--- config.mk ---
export PLATFORM = sky130hd
export DESIGN_NAME = neighbour_table_with_aging_flat
export DESIGN_NICKNAME = d
export VERILOG_FILES = /design/src/rtl/nta_pkg.sv /design/src/rtl/nta_channels.sv /design/src/rtl/nta_cfg.sv /design/src/rtl/nta_engine.sv /design/src/rtl/neighbour_table_with_aging.sv /design/src/flat_wrapper.sv
export VERILOG_INCLUDE_DIRS = /design/src /design/src/rtl
export SDC_FILE = /design/constraint.sdc
export NUM_CORES = 1
export LEC_CHECK = 0
export BUFFER_PORTS_ARGS = -buffer_cell sky130_fd_sc_hd__buf_2
export CORE_MARGIN = 3
export CORE_UTILIZATION = 57
export CTS_CLUSTER_DIAMETER = 60
export DETAILED_ROUTE_END_ITERATION = 7
export PLACE_DENSITY = 0.8
export SLEW_MARGIN = 25
export SYNTH_ARGS = -nofsm -noshare
export SYNTH_HDL_FRONTEND = slang
export SYNTH_SLANG_ARGS = --single-unit
--- constraint.sdc ---
create_clock -name clk -period 5.73 [get_ports clk]
set_input_delay 0.2865 -clock clk [delete_from_list [all_inputs] [get_ports clk]]
set_output_delay 0.2865 -clock clk [all_outputs]
set_load 0.02 [all_outputs]
--- src/rtl/neighbour_table_with_aging_macros.svh ---
// ----------------------------------------------------------------------------
// neighbour_table_with_aging_macros.svh
// assertion macros for the neighbour table, empty when synthesized
// ----------------------------------------------------------------------------
`ifndef NEIGHBOUR_TABLE_WITH_AGING_MACROS_SVH
`define NEIGHBOUR_TABLE_WITH_AGING_MACROS_SVH

`ifndef SYNTHESIS

// consequent checked in the same cycle as the antecedent
`define NTA_ASSERT_SAME(label, ante, cons) \
  label: assert property (@(posedge clk) disable iff (rst) (ante) |-> (cons)) \
    else $error("neighbour table assertion failed");

// consequent checked in the cycle after the antecedent
`define NTA_ASSERT_NEXT(label, ante, cons) \
  label: assert property (@(posedge clk) disable iff (rst) (ante) |=> (cons)) \
    else $error("neighbour table assertion failed");

`else

`define NTA_ASSERT_SAME(label, ante, cons)
`define NTA_ASSERT_NEXT(label, ante, cons)

`endif

`endif

--- src/rtl/nta_pkg.sv ---
// ----------------------------------------------------------------------------
// nta_pkg
// shared types, constants and indicator tables of the neighbour table
// ----------------------------------------------------------------------------
package nta_pkg;

  localparam int TABLE_DEPTH = 5;
  localparam int CNT_W       = 3;
  localparam int ID_W        = 8;
  localparam int AGE_W       = 8;
  localparam int DIST_W      = 8;
  localparam int LVL_W       = 2;
  localparam int ADDR_W      = 3;
  localparam int DATA_W      = 32;

  localparam logic [AGE_W-1:0]  TIMEOUT_RESET = 8'd50;
  localparam logic [DIST_W-1:0] MAX_DIST_RESET = 8'd100;
  localparam logic [AGE_W-1:0]  AGE_MAX = 8'hFF;

  typedef enum logic [0:0] {
    REG_TIMEOUT  = 1'b0,
    REG_MAX_DIST = 1'b1
  } reg_idx_t;

  typedef enum logic [0:0] {
    FUNC_MESSAGE = 1'b0,
    FUNC_TICK    = 1'b1
  } func_t;

  typedef enum logic [2:0] {
    ST_IDLE,
    ST_RANGE,
    ST_SCAN,
    ST_APPEND,
    ST_AGE,
    ST_DONE
  } st_t;

  // result handed from the engine to the output register
  typedef struct packed {
    logic             valid;
    logic [CNT_W-1:0] count;
  } eng_res_t;

  function automatic logic [LVL_W-1:0] red_of(input logic [CNT_W-1:0] cnt);
    logic [LVL_W-1:0] lvl;
    case (cnt)
      3'd0:    lvl = 2'd0;
      3'd1:    lvl = 2'd1;
      3'd2:    lvl = 2'd1;
      3'd3:    lvl = 2'd2;
      default: lvl = 2'd3;
    endcase
    return lvl;
  endfunction

  function automatic logic [LVL_W-1:0] green_of(input logic [CNT_W-1:0] cnt);
    logic [LVL_W-1:0] lvl;
    case (cnt)
      3'd0:    lvl = 2'd3;
      3'd1:    lvl = 2'd3;
      3'd2:    lvl = 2'd2;
      3'd3:    lvl = 2'd1;
      3'd4:    lvl = 2'd1;
      default: lvl = 2'd0;
    endcase
    return lvl;
  endfunction

endpackage

--- src/rtl/nta_channels.sv ---
// ----------------------------------------------------------------------------
// nta_channels
// valid/ready channels for incoming requests and results
// ----------------------------------------------------------------------------
interface nta_item_if;
  logic                      valid;
  logic                      ready;
  logic                      func;
  logic [nta_pkg::ID_W-1:0]   sender_id;
  logic [nta_pkg::DIST_W-1:0] distance;

  modport source (output valid, func, sender_id, distance, input ready);
  modport sink   (input valid, func, sender_id, distance, output ready);
endinterface

interface nta_result_if;
  logic                      valid;
  logic                      ready;
  logic [nta_pkg::CNT_W-1:0] neighbour_count;
  logic [nta_pkg::LVL_W-1:0] red_level;
  logic [nta_pkg::LVL_W-1:0] green_level;

  modport source (output valid, neighbour_count, red_level, green_level, input ready);
  modport sink   (input valid, neighbour_count, red_level, green_level, output ready);
endinterface

--- src/rtl/nta_cfg.sv ---
// ----------------------------------------------------------------------------
// nta_cfg
// apb register bank: timeout and distance limit
// ----------------------------------------------------------------------------
module nta_cfg (
  input  logic                        clk,
  input  logic                        rst,
  input  logic                        psel,
  input  logic                        penable,
  input  logic                        pwrite,
  input  logic [nta_pkg::ADDR_W-1:0]  paddr,
  input  logic [nta_pkg::DATA_W-1:0]  pwdata,
  output logic [nta_pkg::DATA_W-1:0]  prdata,
  output logic                        pready,
  output logic [nta_pkg::AGE_W-1:0]   timeout_ticks,
  output logic [nta_pkg::DIST_W-1:0]  max_distance
);

  nta_pkg::reg_idx_t reg_idx;
  logic              wr_en;

  assign pready  = 1'b1;
  assign reg_idx = nta_pkg::reg_idx_t'(paddr[2]);
  assign wr_en   = psel && penable && pwrite;

  always_ff @(posedge clk) begin
    if (rst) begin
      timeout_ticks <= nta_pkg::TIMEOUT_RESET;
      max_distance  <= nta_pkg::MAX_DIST_RESET;
    end else if (wr_en) begin
      case (reg_idx)
        nta_pkg::REG_TIMEOUT:  timeout_ticks <= pwdata[nta_pkg::AGE_W-1:0];
        nta_pkg::REG_MAX_DIST: max_distance  <= pwdata[nta_pkg::DIST_W-1:0];
        default: ;
      endcase
    end
  end

  always_comb begin
    case (reg_idx)
      nta_pkg::REG_TIMEOUT:
        prdata = {{(nta_pkg::DATA_W-nta_pkg::AGE_W){1'b0}}, timeout_ticks};
      nta_pkg::REG_MAX_DIST:
        prdata = {{(nta_pkg::DATA_W-nta_pkg::DIST_W){1'b0}}, max_distance};
      default:
        prdata = '0;
    endcase
  end

endmodule

--- src/rtl/nta_engine.sv ---
// ----------------------------------------------------------------------------
// nta_engine
// table storage, one shared comparator and the sequencer that walks entries
// ----------------------------------------------------------------------------
module nta_engine #(
  parameter int TableDepth = nta_pkg::TABLE_DEPTH
) (
  input  logic                        clk,
  input  logic                        rst,
  input  logic                        start,
  input  logic                        func,
  input  logic [nta_pkg::ID_W-1:0]    sender_id,
  input  logic [nta_pkg::DIST_W-1:0]  distance,
  input  logic [nta_pkg::AGE_W-1:0]   timeout_ticks,
  input  logic [nta_pkg::DIST_W-1:0]  max_distance,
  input  logic                        res_free,
  output logic                        ready,
  output nta_pkg::eng_res_t           res
);

  localparam int CW   = nta_pkg::CNT_W;
  localparam int IdxW = (TableDepth > 1) ? $clog2(TableDepth) : 1;
  localparam logic [CW-1:0] DepthC = CW'(TableDepth);

  nta_pkg::st_t state, state_next;

  logic [CW-1:0]              ptr, kept, count;
  logic [nta_pkg::ID_W-1:0]   id_q;
  logic [nta_pkg::DIST_W-1:0] dist_q;

  logic [nta_pkg::ID_W-1:0]  id_mem  [TableDepth];
  logic [nta_pkg::AGE_W-1:0] age_mem [TableDepth];

  logic [nta_pkg::ID_W-1:0]  rd_id;
  logic [nta_pkg::AGE_W-1:0] rd_age, age_inc;
  logic                      in_range;

  // shared compare unit
  logic [7:0] op_a, op_b;
  logic       cmp_eq, cmp_lt;

  // control from the output decoder
  logic                      wr_en;
  logic [IdxW-1:0]           wr_idx;
  logic [nta_pkg::ID_W-1:0]  wr_id;
  logic [nta_pkg::AGE_W-1:0] wr_age;
  logic                      ptr_inc, kept_inc, count_load;
  logic [CW-1:0]             count_next;

  assign rd_id    = id_mem[ptr[IdxW-1:0]];
  assign rd_age   = age_mem[ptr[IdxW-1:0]];
  assign age_inc  = (rd_age == nta_pkg::AGE_MAX) ? rd_age : rd_age + 8'd1;
  assign in_range = ptr < count;

  assign cmp_eq = op_a == op_b;
  assign cmp_lt = op_a < op_b;

  assign ready     = state == nta_pkg::ST_IDLE;
  assign res.valid = (state == nta_pkg::ST_DONE) && res_free;
  assign res.count = count;

  // next state
  always_comb begin
    state_next = state;
    case (state)
      nta_pkg::ST_IDLE: begin
        if (start) begin
          state_next = (func == nta_pkg::FUNC_TICK) ? nta_pkg::ST_AGE : nta_pkg::ST_RANGE;
        end
      end
      nta_pkg::ST_RANGE:  state_next = cmp_lt ? nta_pkg::ST_SCAN : nta_pkg::ST_DONE;
      nta_pkg::ST_SCAN: begin
        if (!in_range) begin
          state_next = nta_pkg::ST_APPEND;
        end else if (cmp_eq) begin
          state_next = nta_pkg::ST_DONE;
        end
      end
      nta_pkg::ST_APPEND: state_next = nta_pkg::ST_DONE;
      nta_pkg::ST_AGE: begin
        if (!in_range) begin
          state_next = nta_pkg::ST_DONE;
        end
      end
      nta_pkg::ST_DONE: begin
        if (res_free) begin
          state_next = nta_pkg::ST_IDLE;
        end
      end
      default: state_next = nta_pkg::ST_IDLE;
    endcase
  end

  // outputs: operand select and table writes
  always_comb begin
    op_a       = '0;
    op_b       = '0;
    wr_en      = 1'b0;
    wr_idx     = ptr[IdxW-1:0];
    wr_id      = rd_id;
    wr_age     = '0;
    ptr_inc    = 1'b0;
    kept_inc   = 1'b0;
    count_load = 1'b0;
    count_next = count;
    case (state)
      nta_pkg::ST_RANGE: begin
        op_a = dist_q;
        op_b = max_distance;
      end
      nta_pkg::ST_SCAN: begin
        op_a    = rd_id;
        op_b    = id_q;
        ptr_inc = in_range;
        if (in_range && cmp_eq) begin
          wr_en = 1'b1;
        end
      end
      nta_pkg::ST_APPEND: begin
        if (count < DepthC) begin
          wr_en      = 1'b1;
          wr_idx     = count[IdxW-1:0];
          wr_id      = id_q;
          count_load = 1'b1;
          count_next = count + CW'(1);
        end
      end
      nta_pkg::ST_AGE: begin
        op_a = age_inc;
        op_b = timeout_ticks;
        if (in_range) begin
          ptr_inc = 1'b1;
          if (cmp_lt) begin
            wr_en    = 1'b1;
            wr_idx   = kept[IdxW-1:0];
            wr_age   = age_inc;
            kept_inc = 1'b1;
          end
        end else begin
          count_load = 1'b1;
          count_next = kept;
        end
      end
      default: ;
    endcase
  end

  always_ff @(posedge clk) begin
    if (rst) begin
      state <= nta_pkg::ST_IDLE;
      count <= '0;
      ptr   <= '0;
      kept  <= '0;
    end else begin
      state <= state_next;
      if (count_load) begin
        count <= count_next;
      end
      if (start && ready) begin
        ptr  <= '0;
        kept <= '0;
      end else begin
        if (ptr_inc) begin
          ptr <= ptr + CW'(1);
        end
        if (kept_inc) begin
          kept <= kept + CW'(1);
        end
      end
    end
  end

  always_ff @(posedge clk) begin
    if (start && ready) begin
      id_q   <= sender_id;
      dist_q <= distance;
    end
    if (wr_en) begin
      id_mem[wr_idx]  <= wr_id;
      age_mem[wr_idx] <= wr_age;
    end
  end

endmodule

--- src/rtl/neighbour_table_with_aging.sv ---
// ----------------------------------------------------------------------------
// neighbour_table_with_aging
// neighbour table of up to TableDepth ids with per-entry age and timeout
// ----------------------------------------------------------------------------
//  channel   dir   handshake       payload
//  item      in    valid/ready     func, sender_id, distance
//  result    out   valid/ready     neighbour_count, red_level, green_level
//  apb       in    psel/penable    paddr, pwdata, prdata (pready always high)
//
//  one request at a time; the engine walks the table one entry per cycle
//  through a single shared 8-bit comparator
//  message: a range check (ending there when out of range), then a scan
//  that ends on a hit, resetting its age, or an append on a miss (dropped
//  when the table is full); tick: one pass that ages and packs the entries
//  the result then waits in an output register, so the next request is taken
//  while an earlier result is still stalled
//  rst (synchronous) empties the table and restores timeout 50, limit 100
`include "neighbour_table_with_aging_macros.svh"

module neighbour_table_with_aging #(
  parameter int TABLE_DEPTH = nta_pkg::TABLE_DEPTH
) (
  input  logic                        clk,
  input  logic                        rst,
  nta_item_if.sink                    item,
  nta_result_if.source                result,
  input  logic                        psel,
  input  logic                        penable,
  input  logic                        pwrite,
  input  logic [nta_pkg::ADDR_W-1:0]  paddr,
  input  logic [nta_pkg::DATA_W-1:0]  pwdata,
  output logic [nta_pkg::DATA_W-1:0]  prdata,
  output logic                        pready
);

  localparam int CW = nta_pkg::CNT_W;

  logic [nta_pkg::AGE_W-1:0]  timeout_ticks;
  logic [nta_pkg::DIST_W-1:0] max_distance;

  logic              eng_ready;
  logic              start;
  logic              res_free;
  nta_pkg::eng_res_t eng_res;

  // output register parting the engine from the result consumer
  logic          out_valid;
  logic [CW-1:0] out_count;

  // config registers behind the apb port
  nta_cfg u_cfg (
    .clk           (clk),
    .rst           (rst),
    .psel          (psel),
    .penable       (penable),
    .pwrite        (pwrite),
    .paddr         (paddr),
    .pwdata        (pwdata),
    .prdata        (prdata),
    .pready        (pready),
    .timeout_ticks (timeout_ticks),
    .max_distance  (max_distance)
  );

  assign item.ready = eng_ready;
  assign start      = item.valid && eng_ready;

  // output register is free when empty or being drained this cycle
  assign res_free = !out_valid || result.ready;

  nta_engine #(
    .TableDepth (TABLE_DEPTH)
  ) u_engine (
    .clk           (clk),
    .rst           (rst),
    .start         (start),
    .func          (item.func),
    .sender_id     (item.sender_id),
    .distance      (item.distance),
    .timeout_ticks (timeout_ticks),
    .max_distance  (max_distance),
    .res_free      (res_free),
    .ready         (eng_ready),
    .res           (eng_res)
  );

  always_ff @(posedge clk) begin
    if (rst) begin
      out_valid <= 1'b0;
    end else if (eng_res.valid) begin
      out_valid <= 1'b1;
    end else if (result.ready) begin
      out_valid <= 1'b0;
    end
  end

  always_ff @(posedge clk) begin
    if (eng_res.valid) begin
      out_count <= eng_res.count;
    end
  end

  // indicator levels come straight from the stored count
  assign result.valid           = out_valid;
  assign result.neighbour_count = out_count;
  assign result.red_level       = nta_pkg::red_of(out_count);
  assign result.green_level     = nta_pkg::green_of(out_count);

  // table never holds more entries than its depth
  `NTA_ASSERT_SAME(a_count_bound, eng_res.valid, eng_res.count <= CW'(TABLE_DEPTH))
  // an accepted request keeps the engine busy for at least the next cycle
  `NTA_ASSERT_NEXT(a_busy_after_accept, item.valid && item.ready, !item.ready)
  // engine only hands over a result when the output register can take it
  `NTA_ASSERT_SAME(a_no_overwrite, eng_res.valid, !out_valid || result.ready)

endmodule

--- src/flat_wrapper.sv ---
// flat-port wrapper written by rule: the top's interface ports become plain ports
module neighbour_table_with_aging_flat 
#(
  parameter int TABLE_DEPTH = nta_pkg::TABLE_DEPTH
)
  (clk, rst, psel, penable, pwrite, paddr, pwdata, prdata, pready, item_valid, item_func, item_sender_id, item_distance, item_ready, result_valid, result_neighbour_count, result_red_level, result_green_level, result_ready);
  nta_item_if item_i ();
  nta_result_if result_i ();
  input  logic clk;
  input  logic rst;
  input  logic psel;
  input  logic penable;
  input  logic pwrite;
  input  logic [nta_pkg::ADDR_W-1:0] paddr;
  input  logic [nta_pkg::DATA_W-1:0] pwdata;
  output logic [nta_pkg::DATA_W-1:0] prdata;
  output logic pready;
  input wire logic [$bits(item_i.valid)-1:0] item_valid;
  input wire logic [$bits(item_i.func)-1:0] item_func;
  input wire logic [$bits(item_i.sender_id)-1:0] item_sender_id;
  input wire logic [$bits(item_i.distance)-1:0] item_distance;
  output wire logic [$bits(item_i.ready)-1:0] item_ready;
  output wire logic [$bits(result_i.valid)-1:0] result_valid;
  output wire logic [$bits(result_i.neighbour_count)-1:0] result_neighbour_count;
  output wire logic [$bits(result_i.red_level)-1:0] result_red_level;
  output wire logic [$bits(result_i.green_level)-1:0] result_green_level;
  input wire logic [$bits(result_i.ready)-1:0] result_ready;
  assign item_i.valid = item_valid;
  assign item_i.func = item_func;
  assign item_i.sender_id = item_sender_id;
  assign item_i.distance = item_distance;
  assign item_ready = item_i.ready;
  assign result_valid = result_i.valid;
  assign result_neighbour_count = result_i.neighbour_count;
  assign result_red_level = result_i.red_level;
  assign result_green_level = result_i.green_level;
  assign result_i.ready = result_ready;
  neighbour_table_with_aging #(.TABLE_DEPTH(TABLE_DEPTH)) u_core (.clk(clk), .rst(rst), .item(item_i), .result(result_i), .psel(psel), .penable(penable), .pwrite(pwrite), .paddr(paddr), .pwdata(pwdata), .prdata(prdata), .pready(pready));
endmodule
; ---- After elaboration in Yosys (flattened, before gate mapping)
; Memory sizes are Yosys's and may differ from the RTL's. A register that Yosys moved wholly into a read port is not among the register bits.
; Cells that the tools add are included.
[totals]
regBits = 48
ramBits = 80
in_bits = 59
output_inout_bits = 42
elab_cells = 100
mem_count = 2
[mem_list]
columns = memory, depth, word_bits, read_ports, rd_ports_with_merged_regs, write_ports, line
row1 = u_core.u_engine.age_mem, 5, 8, 1, 1, 1, nta_engine.sv:32  ; logic [nta_pkg::AGE_W-1:0] age_mem [TableDepth];
row2 = u_core.u_engine.id_mem, 5, 8, 1, 1, 1, nta_engine.sv:31  ; logic [nta_pkg::ID_W-1:0] id_mem [TableDepth];
[op_classes]
addsub = 4
n_lt_le_gt_ge = 3
n_eq_ne = 16
mux = 44
bitwise = 1
n_reduce_logical = 20
[op_table]
columns = operator, n
row1 = $pmux W32 S2, 1
row2 = $mux W3, 16
row3 = $mux W8, 6
row4 = $pmux W8 S3, 2
row5 = $pmux W3 S6, 1
row6 = $eq A3 B2 Y1 const B, 4
row7 = $pmux W2 S3, 2
row8 = $pmux W3 S2, 2
row9 = $mux W1, 11
row10 = $add A3 B1 Y3 const B, 3
row11 = $eq A3 B3 Y1 const B, 3
row12 = $add A8 B1 Y8 const B, 1
row13 = $eq A8 B8 Y1, 1
row14 = $eq A8 B8 Y1 const B, 1
row15 = $lt A8 B8 Y1, 1
row16 = $ne A2 B2 Y1 const B, 4
row17 = $reduce_and A4 Y1, 2
row18 = $reduce_or A2 Y1, 4
row19 = $eq A3 B1 Y1 const B, 2
row20 = $logic_and A1 B1 Y1, 6
row21 = $logic_not A3 Y1, 2
row22 = $pmux W1 S2, 2
row23 = $reduce_and A2 Y1, 2
row24 = $reduce_bool A2 Y1, 2
row25 = 7 further kinds, 7

; ---- Depth between registers and ports, before layout
[depth]
depth_word = 9
ltp_mapped = 17
mapped_depth_nobuf = 15

; ---- Modules after synthesis
; Synthesis repeated with hierarchy kept, for this count alone.
[hier_totals]
cells_unflattened = 526
area_unflattened_um2 = 6620.1
[modules_own_cells]
columns = module, instances, cells_each, area_each_um2, seq_area_each_um2
row1 = nta_engine, 1, 409, 5451.5, 3183.1
row2 = nta_cfg, 1, 104, 993.5, 320.3
row3 = neighbour_table_with_aging, 1, 13, 175.2, 110.1

; ---- Least setup slack after synthesis
; OpenSTA, ideal clock, no wires.
[synth_path]
path_kind = reg2reg
from = register with a tool-made name
to = memory u_core.u_engine.age_mem[0][0] (netlist name) (enable)
setup_time_ps = 409
arrival_time_ps = 4546
required_ps = 5321
slack_ps = 775
path_stages_with_launch = 18
path_buffers = 2
period_less_slack_ps = 4955
path_cell_list = dfxtp_1 buf_6 buf_12 mux4_2 mux2i_1 inv_1 ha_1 nand4_2 or2_4 mux2i_1 o22ai_1 ha_1 nor2b_1 o211ai_1 a21oi_1 nor3_4 a221o_1 nor3_1
[synth_rtl]
columns = element, line
row1 = "end, declared", nta_engine.sv:32

==> summary.txt <==
Power and ir drop
  – Post-route total power: 3.06 mW
  – Worst-case vdd ir drop: 288 uV
  – Areal power density over the cells: 420 nW/um2
  – Leakage: 2.63 nW

STA
  – Setup repair after global routing missed its margin: false
  – Final Max Slew Viols: 0
  – Worst clock skew: 17.7 ps
  – Maximum frequency from static timing analysis: 0.195 GHz
  – Final setup violation count: 0
  – Sum of negative setup slack: 0 ps
  – Slew at the pin closest to its max-slew limit: 988 ps
  – Slew headroom: 0.341
  – Count of endpoints failing hold in the final timing report: 0
  – Shortest clock period the worst path allows after layout: 5130 ps
  – Fin crit share: 0.896

Cells and area
  – Area occupied by multi-input gates: 2560 um2
  – FF+latch area: 3610 um2
  – Layout Nets: 668
  – Number of inserted filler cells in the final layout: 759
  – Share of the core filled with cells in the final layout: 0.666
  – Post-route non-filler standard cell count: 748
  – Highest-count cells in the layout ignoring fill and taps: edfxtp_1 (99), nand2_1 (65), buf_2 (49)
  – Antenna diode count: 0
  – Layout overhead on the synthesized area: 13.0%
  – Most frequent standard cell in the layout excluding fill and tap cells: edfxtp_1
  – Fraction of layout cells with a size suffix above 1: 0.217

Worst setup path
  – Critical-path cell list: mux4_2 -> mux2i_1 -> inv_1 -> ha_1 -> and3_1 -> o31ai_1 -> o22ai_1 -> ha_1 -> a21oi_1 -> o21ai_2 -> nor3_2 -> a21oi_1 -> a221oi_1 -> and3_1 -> buf_4
  – Buffers and inverters on the worst path: 2
  – Crit-path slowest cell: dfxtp_1
  – Critical Path End Type: register
  – Longest individual stage delay on the worst path: 870 ps
  – Worst Setup Path Type: register to register
  – Critical Path RT: 5820 ps
  – Worst Path Arrival: 5220 ps
  – Element type at the critical path start: register
  – Largest delay share family, worst path: compound AO/OA/AOI/OAI gates
  – Maximum fanout count along the critical path: 16

Synth
  – Top flip-flop cell by instance count after synthesis: edfxtp_1
  – Mapped cell area: 6440 um2
  – Sequential area share after synthesis: 0.561
  – Number of unique standard cell types used by synthesis: 67
  – Dominant cells by area after synthesis: edfxtp_1 (46%), dfxtp_1 (9.9%), mux4_2 (3.8%)
  – Cell accounting for the most synthesized area: edfxtp_1
  – Number of instances in the synthesized netlist: 545
  – Seq cells post-synth: 131
  – Async SR Flop Fraction: 0
  – Synth warn: 0
  – Average size of a mapped cell: 11.8 um2
  – Number of synthesized flops with an enable pin: 99
  – Synth top area share: 0.461

Route
  – Total vias in the final route: 4522
  – Number of remaining DRC errors: 0
  – TritonRoute pass-1 iters: 5
  – First DRT Iteration DRCs: 411
  – Remaining antenna violation count after routing: 0
  – Overall routed net length: 14000 um
  – Via/cell ratio: 6.05
  – Drt wl/cell: 18.7 um

Global route
  – Total global routing track utilization: 0.229
  – Number of antenna violations at the first check in global routing: 0
  – Maximum number of pins on one net before global-route repair: 32
  – Wire length of the first global-routing pass: 22600 um
  – Total global routing overflow: 0
  – Vias in the first global route: 4464

Clocking
  – Post-CTS Resized: 0
  – Number of buffers created by CTS: 17
  – H-tree levels: 4
  – Source-to-sink clock delay at the later pin of the worst-skew pair: 420 ps
  – Clk pin slew, worst setup/hold paths: 60 ps
  – Clock Tree Root: clkbuf_16
  – Clock sink count: 131
  – CTS tree: yes
  – Post CTS Setup Buffer Count: 0
  – Post-CTS Hold Buffers: 0
  – Maximum clock path buffer count: 2

Placement
  – Number of port buffers: 49
  – Final weighted congestion of routability-driven global placement: 0.864
  – HPWL after detailed placement: 9280 um
  – Dpl cells: 716

Floorplan
  – Area of the placeable core: 10900 um2
  – Std cell rows: 38
  – Effective utilization at floorplan: 0.589
  – Die width: 112 um
  – Boundary Pins: 101
  – Full die area: 12600 um2
  – Die Y: 112 um

Hold path
  – Class of the tightest hold or removal check: input port to register

Run
  – Number of violations of the max-capacitance limit: 0

Outcome
  – Result of the run: finished, final reports clean
==> cell usage after synthesis (2+ instances only) <==
cell,instances
o22ai_1,8
a21oi_1,33
buf_6,2
nand2b_1,4
and3_1,3
buf_4,27
conb_1,2
nand4_1,3
buf_2,5
o211ai_1,3
xnor2_1,5
nand3_1,10
nor2b_1,11
clkbuf_1,12
a221o_1,2
mux4_2,11
nor3_1,9
nand2_1,65
nor2_1,47
edfxtp_1,99
a31oi_1,8
dfxtp_1,32
nand3b_1,4
mux2_2,9
xor2_1,2
a211oi_1,3
a221oi_1,2
buf_1,4
o21ai_2,2
mux2i_1,23
and2_1,3
inv_1,10
o21ai_1,3
a21o_1,5
a22oi_1,17
o21ai_0,10
or2_2,2
ha_1,14
a211o_1,3
==> report_power, final <==
part / leakage, nW / switching [mW] / total, mW / internal, mW
sequential: 1.12 / 0.0554 / 1.18 / 1.12
clock: 0.277 / 0.417 / 1.04 / 0.625
combinational: 1.23 / 0.550 / 0.835 / 0.285
total: 2.63 / 1.02 / 3.06 / 2.03
==> cells by family (layout without fill, tap and decap cells) <==
logic type	after synthesis	after routing	share of synthesized area
and+or+nand+nor	173	173	0.129
DFF	131	131	0.561
AOI/OAI and AO/OA	112	112	0.122
buffers and inverters	62	102	0.0585
muxes	44	44	0.0923
adders and majority gates	14	14	0.0272
xor gates and xnor gates	7	7	0.00952
other	2	25	0.00117
==> per-stage QoR <==
| stage | instance area [um2] | hold slack [ps] | setup WS (ps) |
|---|---|---|---|
| 2_1_floorplan | 6530 | 381 | 775 |
| 3_3_place_gp | 6710 | 462 | 884 |
| 3_5_place_dp | 6710 | 465 | 724 |
| 4_1_cts | 7280 | 32.3 | 657 |
| 5_1_grt | 7280 | 35.3 | 265 |
| 6_report | 7280 | 36.6 | 597 |
==> sequential cells by signal, indices dropped and copies added, names as in the netlist, 8 cells and up, named ones only <==
signal                      cells
u_core.u_cfg.timeout_ticks      8
u_core.u_engine.id_q            8
u_core.u_engine.dist_q          8
u_core.u_cfg.max_distance       8
u_core.u_engine.id_mem         40
u_core.u_engine.age_mem        40
==> worst paths after layout <==
kind | slack [ps] | from | to | cells past startpoint
worst max register to register | 600 | register | u_core.u_engine.age_mem[4][7]$_DFFE_PP_ | 15
worst min-delay path | 40 | item_sender_id[2] | u_core.u_engine.id_q[2]$_DFFE_PP_ | 1
worst min register to register | 480 | u_core.u_cfg.max_distance[1]$_SDFFE_PP0P_ | u_core.u_cfg.max_distance[1]$_SDFFE_PP0P_ | 2
worst max-delay path | 600 | register | u_core.u_engine.age_mem[4][7]$_DFFE_PP_ | 15
==> per-layer routing <==
| layer | GRT usage | up-vias | wire length, um |
|---|---|---|---|
| li1 | - | 2069 | - |
| met1 | 0.303 | 2188 | 5730 |
| met2 | 0.371 | 235 | 6930 |
| met3 | 0.0588 | 30 | 1080 |
| met4 | 0.0809 | 0 | 275 |
| met5 | 0 | - | 0 |
==> area by class of cell <==
class,instances,share of cell area
clock buffers,21,0.0634
clock inverters,11,0.0143
inverters,10,0.00516
multi-input cells,375,0.352
flip-flops and latches,131,0.496
well taps,140,0.0241
repair buffers,60,0.0450
(Power assumes the default switching activity.)
